<file path="src/design/gms_pkg.sv">
package gms_pkg;

    localparam int CMD_W     = 2;
    localparam int IDX_W     = 10;
    localparam int VAL_W     = 64;
    localparam int EXP_W     = 11;
    localparam int PASS_W    = 5;
    localparam int ST_W      = 2;
    localparam int CFG_W     = 11;
    localparam int CFGI_W    = 2;
    localparam int LOG_EXP_W = 12;
    localparam int EXP_CLAMP = 512;
    localparam int CFG_RESET = 1024;

    typedef logic [CMD_W-1:0] t_cmd;
    typedef logic [ST_W-1:0]  t_status;
    typedef logic [CFGI_W-1:0] t_reg_index;

    localparam t_cmd CMD_LOAD = 2'd0;
    localparam t_cmd CMD_ROW  = 2'd1;
    localparam t_cmd CMD_COL  = 2'd2;

    localparam t_status ST_OK        = 2'd0;
    localparam t_status ST_BAD_VALUE = 2'd1;
    localparam t_status ST_INDEX     = 2'd2;
    localparam t_status ST_NOT_READY = 2'd3;

    localparam t_reg_index REG_ROW_COUNT = 2'd0;
    localparam t_reg_index REG_COL_COUNT = 2'd1;

endpackage

</file>
<file path="src/design/gms_log2.sv">
module gms_log2 #(
    parameter int FRAC_BITS = 16
) (
    input  logic                                        i_clk,
    input  logic                                        i_rst_n,
    input  logic                                        i_start,
    input  logic [gms_pkg::VAL_W-1:0]                   i_bits,
    output logic                                        o_done,
    output logic signed [FRAC_BITS+gms_pkg::LOG_EXP_W-1:0] o_log
);
    import gms_pkg::*;

    localparam int N_W = $clog2(FRAC_BITS);

    typedef enum logic [2:0] {
        L_IDLE = 3'b001,
        L_NORM = 3'b010,
        L_SQ   = 3'b100
    } t_lstate;

    t_lstate                       r_state;
    logic                          r_done;
    logic [52:0]                   r_man;
    logic signed [LOG_EXP_W-1:0]   r_e;
    logic [31:0]                   r_y;
    logic [FRAC_BITS-1:0]          r_f;
    logic [N_W-1:0]                r_n;
    logic [63:0]                   prod;
    logic [32:0]                   sq;
    logic [10:0]                   ef;

    assign ef   = i_bits[62:52];
    assign prod = r_y * r_y;
    assign sq   = prod[63:31];

    always_ff @(posedge i_clk) begin
        if (!i_rst_n) begin
            r_state <= L_IDLE;
            r_done  <= 1'b0;
        end else begin
            r_done <= 1'b0;
            case (r_state)
                L_IDLE: begin
                    if (i_start) begin
                        r_state <= (ef == '0) ? L_NORM : L_SQ;
                    end
                end
                L_NORM: begin
                    if (r_man[52]) begin
                        r_state <= L_SQ;
                    end
                end
                L_SQ: begin
                    if (r_n == N_W'(FRAC_BITS - 1)) begin
                        r_state <= L_IDLE;
                        r_done  <= 1'b1;
                    end
                end
                default: r_state <= L_IDLE;
            endcase
        end
    end

    always_ff @(posedge i_clk) begin
        case (r_state)
            L_IDLE: begin
                r_n <= '0;
                r_f <= '0;
                if (ef == '0) begin
                    r_man <= {1'b0, i_bits[51:0]};
                    r_e   <= -LOG_EXP_W'(1022);
                end else begin
                    r_man <= {1'b1, i_bits[51:0]};
                    r_e   <= $signed({1'b0, ef}) - LOG_EXP_W'(1023);
                end
                r_y <= {1'b1, i_bits[51:21]};
            end
            L_NORM: begin
                // shift a subnormal mantissa up one place per cycle
                if (r_man[52]) begin
                    r_y <= r_man[52:21];
                end else begin
                    r_man <= {r_man[51:0], 1'b0};
                    r_e   <= r_e - LOG_EXP_W'(1);
                end
            end
            L_SQ: begin
                r_n <= r_n + N_W'(1);
                if (sq[32]) begin
                    r_f <= {r_f[FRAC_BITS-2:0], 1'b1};
                    r_y <= sq[32:1];
                end else begin
                    r_f <= {r_f[FRAC_BITS-2:0], 1'b0};
                    r_y <= sq[31:0];
                end
            end
            default: ;
        endcase
    end

    assign o_done = r_done;
    assign o_log  = {r_e, r_f};

endmodule

</file>
<file path="config.mk">
export PLATFORM = sky130hd
export DESIGN_NAME = gms_log2
export DESIGN_NICKNAME = d
export VERILOG_FILES = /design/src/design/gms_pkg.sv /design/src/design/gms_log2.sv
export SDC_FILE = /design/constraint.sdc
export NUM_CORES = 2
export LEC_CHECK = 0
export BUFFER_PORTS_ARGS = -buffer_cell sky130_fd_sc_hd__buf_2
export CORE_ASPECT_RATIO = 1.25
export CORE_MARGIN = 2
export CORE_UTILIZATION = 50
export CTS_CLUSTER_DIAMETER = 50
export CTS_CLUSTER_SIZE = 14
export DETAILED_ROUTE_END_ITERATION = 8
export PLACE_DENSITY = 0.66
export SLEW_MARGIN = 10
export SYNTH_ARGS = -nofsm -noshare
export SYNTH_HDL_FRONTEND = slang
export SYNTH_SLANG_ARGS = --single-unit
export TNS_END_PERCENT = 50
</file>
<file path="constraint.sdc">
create_clock -name i_clk -period 14.95 [get_ports i_clk]
set_clock_uncertainty 0.2 [all_clocks]
set_input_delay 2.99 -clock i_clk [delete_from_list [all_inputs] [get_ports i_clk]]
set_output_delay 2.99 -clock i_clk [all_outputs]
set_load 0.02 [all_outputs]
</file>
### Word level (Yosys, flattened, before mapping)

Index checks and enable logic that the tools add are counted.

| storage, ports and cells | value |
|---|---|
| word-level logic and storage cells | 46 |
| register bits after elaboration | 121 |

| operators by class | value |
|---|---|
| add/sub/neg operators | 3 |
| multiply operators | 1 |
| muxes and demuxes | 18 |
| reduce and logical (&&, ||, !) cells | 8 |
| eq/ne operators | 8 |

Operator list:

| operator | number |
|---|---|
| 53-bit 2-to-1 mux | 2 |
| 53-bit one-hot mux with 2 select lines | 1 |
| 32-bit one-hot mux with 3 select lines | 1 |
| 32-bit by 32-bit multiplier with 64-bit output | 1 |
| 32-bit 2-to-1 mux | 2 |
| 16-bit one-hot mux with 2 select lines | 1 |
| 12-bit 2-to-1 mux | 2 |
| 12-bit one-hot mux with 2 select lines | 1 |
| 3-bit 2-to-1 mux | 4 |
| 11-bit by 10-bit subtractor with 12-bit output (second input constant) | 1 |
| 12-bit by 2-bit subtractor with 12-bit output (second input constant) | 1 |
| 11-bit zero test | 1 |
| 3-bit one-hot mux with 3 select lines | 1 |
| 2-bit != test (second input constant) | 4 |
| 4-bit one-hot mux with 2 select lines | 1 |
| 2-bit AND reduction | 3 |
| 4-bit by 1-bit adder with 4-bit output (second input constant) | 1 |
| 4-bit == test (second input constant) | 1 |
| 2-bit nonzero test | 2 |
| 3-bit by 1-bit == test with 1-bit output (second input constant) | 1 |
| 3-bit by 2-bit == test with 1-bit output (second input constant) | 1 |
| 3-bit == test (second input constant) | 1 |
| 3-bit AND reduction | 1 |
| 3-bit nonzero test | 1 |
| 1-bit 2-to-1 mux | 2 |

### Longest topological paths before layout

| logic depth | value |
|---|---|
| word-level depth | 4 |
| depth in mapped cells | 31 |

### Worst setup path after synthesis

Ideal clock, no wire load.

| timing | value |
|---|---|
| kind | flip-flop to flip-flop |
| from | reg r_y[13] |
| to | reg r_y[28] (data pin) |
| required time | 14484 ps |
| arrival time | 7435 ps |
| slack | 7049 ps |
| clock period less this slack | 7901 ps |
| cell stages (with the launch flop) | 29 |
| cell sequence | edfxtp_1 -> clkbuf_1 -> clkbuf_1 -> and2_1 -> fa_1 -> inv_1 -> fa_1 -> inv_1 -> fa_1 -> inv_1 -> fa_1 -> inv_1 -> fa_1 -> fa_1 -> fa_1 -> inv_1 -> fa_1 -> inv_1 -> ha_1 -> buf_2 -> nand4_2 -> or4_4 -> a211oi_4 -> o2111ai_2 -> nand3b_2 -> xnor2_1 -> buf_2 -> mux2i_1 -> o21ai_1 |

| between the ends | value |
|---|---|
| word-level cells in the longest chain between the ends | 3 |

Ends and longest elaborated chain:

| element | line | RTL |
|---|---|---|
| start, declared | gms_log2.sv:25 | `logic [31:0] r_y;` |
| start signal, assigned | gms_log2.sv:76 | `r_y <= {1'b1, i_bits[51:21]};` |
| start signal, assigned | gms_log2.sv:81 | `r_y <= r_man[52:21];` |
| start signal, assigned | gms_log2.sv:91 | `r_y <= sq[32:1];` |
| 32-bit by 32-bit multiplier with 64-bit output | gms_log2.sv:33 | `assign prod = r_y * r_y;` |
| 32-bit 2-to-1 mux | gms_log2.sv:89 | `if (sq[32]) begin` |
| 32-bit one-hot mux with 3 select lines | gms_log2.sv:65 | `case (r_state)` |

No other way between the ends.
A chain may end at the register's enable or synchronous reset.

### Worst setup path in the final report

| timing | value |
|---|---|
| from | reg r_y[17] |
| to | reg r_y[30] (data pin) |

Same word-level chain as after synthesis.

==> impl_metrics.ini <==
[setup_path]
cp_data_arrival_time_ns = 9.44
cp-end-kind = flip-flop
path_max_fanout = 31
criticalPathCategory = flip-flop to flip-flop
crit_path_start = r_y[17]
reg2reg_from = r_y[17]
required_ns = 15.01
worstSetupStartpointType = flip-flop

[yosys]
synth_area_leader_cell = fa_1
synth-seq-cells = 121
yosysTopAreaCellShare = 0.449
synth-main-ff-cell = edfxtp_1
synth-seq-area-share = 0.102
ys_types = 71
yosys_warnings = 0
async_flop_share = 0
netlist_top_cells_area = fa_1 (45%), ha_1 (11%), inv_1 (11%), edfxtp_1 (10%), nand2_1 (4.4%)
synth_edf_count = 117
synth_cells = 3722
avgSynthCellArea_um2 = 9.48
syn_area_mm2 = 0.0353
syn_nets = 4881

[cts]
clk_latency_ns = 0.41
htreeDepth = 4
cts_hold_buffers = 0
cts_buffer_depth = 2
clk_pin_slew_ns = 0.06
root_buffer = clkbuf_16
cts_setup_buffers = 0
cts_tree = done
cts_resized = 0
cts_buffers = 17
cts.sinks = 121

[global_routing]
busiest_layer = met2
first_global_vias = 27600
grtUsageMet1 = 0.319
grt_util_met3 = 0.0253
grt.total_usage = 0.263
met2_usage = 0.481
overflow = 0
antenna_found_initial = 3
grt_pass1_wl_um = 148000
grt_start_max_net_pins = 89

[timing]
rsz0062_at_grt = false
fin_crit_sh = 0.627
final_hold_viol_count = 0
fmax_ghz = 0.107
slew_headroom = 0.398
tightest_slew_ns = 0.903
fin_setup_tns_ns = 0
final.min_clock_period_ns = 9.38
setup_viol = 0
slew_viol_final = 0

[drt]
wl_um = 90200
drc = 0
drt-pass1-iter-count = 6
num_vias = 24900
wl_per_cell_um = 19.3
via_per_inst = 5.33
drt_iter0_drc = 1499
antenna_left = 0

[floorplan]
rows = 108
pin_count = 96
start_util = 0.507
die_area_mm2 = 0.0727
die_x_um = 242
die_h_um = 301
core-area_mm2 = 0.0696

[min_path]
worstHoldStart = r_state[2]
hold_path_class = flip-flop to flip-flop

[finish]
final_cell_mix = inv_1 (988), fa_1 (791), nand2_1 (415), ha_1 (301), and2_1 (234)
synthToLayoutAreaGrowth_pct = 5.88
layout_commonest_cell = inv_1
nNetsFinal = 4879
layout-drive-gt1-share = 0.0560
final_cells = 4670

[placement]
placed_cells = 4636
place_hpwl_um = 69800
place.gp.congestion = 0.886
numPortBuffers = 94

[run_status]
outcome = complete, no violations

[flow_run]
maxCapViolCount = 0
synthesized netlist by cell type, types with 27 or more instances:
master    number
inv_1        988
fa_1         791
nand2_1      415
ha_1         301
and2_1       234
clkbuf_1     140
edfxtp_1     117
a21oi_1       77
nor2_1        76
nand3b_1      51
nand3_1       50
xnor2_1       47
xor2_1        44
and3_1        34
o21ai_0       34
a21o_1        29
o211ai_1      27
logic make-up (layout without fill, tap and decap cells):
logic type	after synthesis	in the layout	synth area share
compound gates	315	315	0.0609
xor+xnor	91	91	0.0226
other cells	0	2	0
fa+ha+maj	1092	1092	0.556
buf+inv	1149	1160	0.123
flops	121	121	0.102
mux	9	9	0.00262
simple gates	945	945	0.134
sequential cells by signal, indices dropped and copies added, names as in the netlist:
register,flops
r_man,53
o_done,1
r_state,3
r_f,16
r_n,4
r_e,12
r_y,32
critical path, cell delays in order, from the launching register on:
cell	delay, ns
edfxtp_1	0.93
buf_4	0.46
inv_1	0.17
nor2_1	0.18
fa_1	0.47
fa_1	0.51
inv_1	0.05
fa_1	0.48
fa_1	0.51
inv_1	0.06
fa_1	0.47
fa_1	0.52
fa_1	0.54
inv_1	0.06
fa_1	0.55
inv_1	0.07
ha_1	0.42
a21oi_1	0.25
o21ai_0	0.15
a221oi_1	0.40
o211ai_1	0.25
o2111ai_2	0.26
nand3b_2	0.18
xnor2_2	0.17
buf_4	0.26
or4_1	0.50
o211ai_1	0.10
final timing paths:
| kind | to | slack (ns) | cells after the start |
|---|---|---|---|
| min reg2reg | r_state[1] | 0.29 | 1 |
| max | r_y[30] | 5.57 | 26 |
| max reg2reg | r_y[30] | 5.57 | 26 |
| min | r_state[1] | 0.29 | 1 |
through the flow:
step                      worst slack [ns]  hold slack, ns   util  instance area, um^2
after global placement                5.57           0.232  0.527                36700
final                                 5.57           0.290  0.537                37400
after CTS                             5.54           0.291  0.537                37400
after floorplan                       7.05           0.321      -                35300
after global routing                  5.13           0.291  0.537                37400
after detailed placement              5.61           0.245  0.527                36700
cell type report:
| type | instances | area (um^2) |
|---|---|---|
| fillers | 6349 | 32200 |
| multi-input cells | 2452 | 27400 |
| inverters | 989 | 3710 |
| flip-flops and latches | 121 | 3590 |
| well taps | 935 | 1170 |
| repair buffers | 139 | 808 |
| clock buffers | 19 | 433 |
| clock inverters | 13 | 249 |
| diodes | 2 | 5.00 |
layer usage:
metal  vias to the layer above  wire (um)
li1                      11300          -
met1                     12800      34200
met2                       678      47700
met3                       198       4170
met4                         0       4180
met5                         -          0
Power is not shown: default switching activity piles up to over one toggle a cycle in this logic, so the estimate is an artifact.
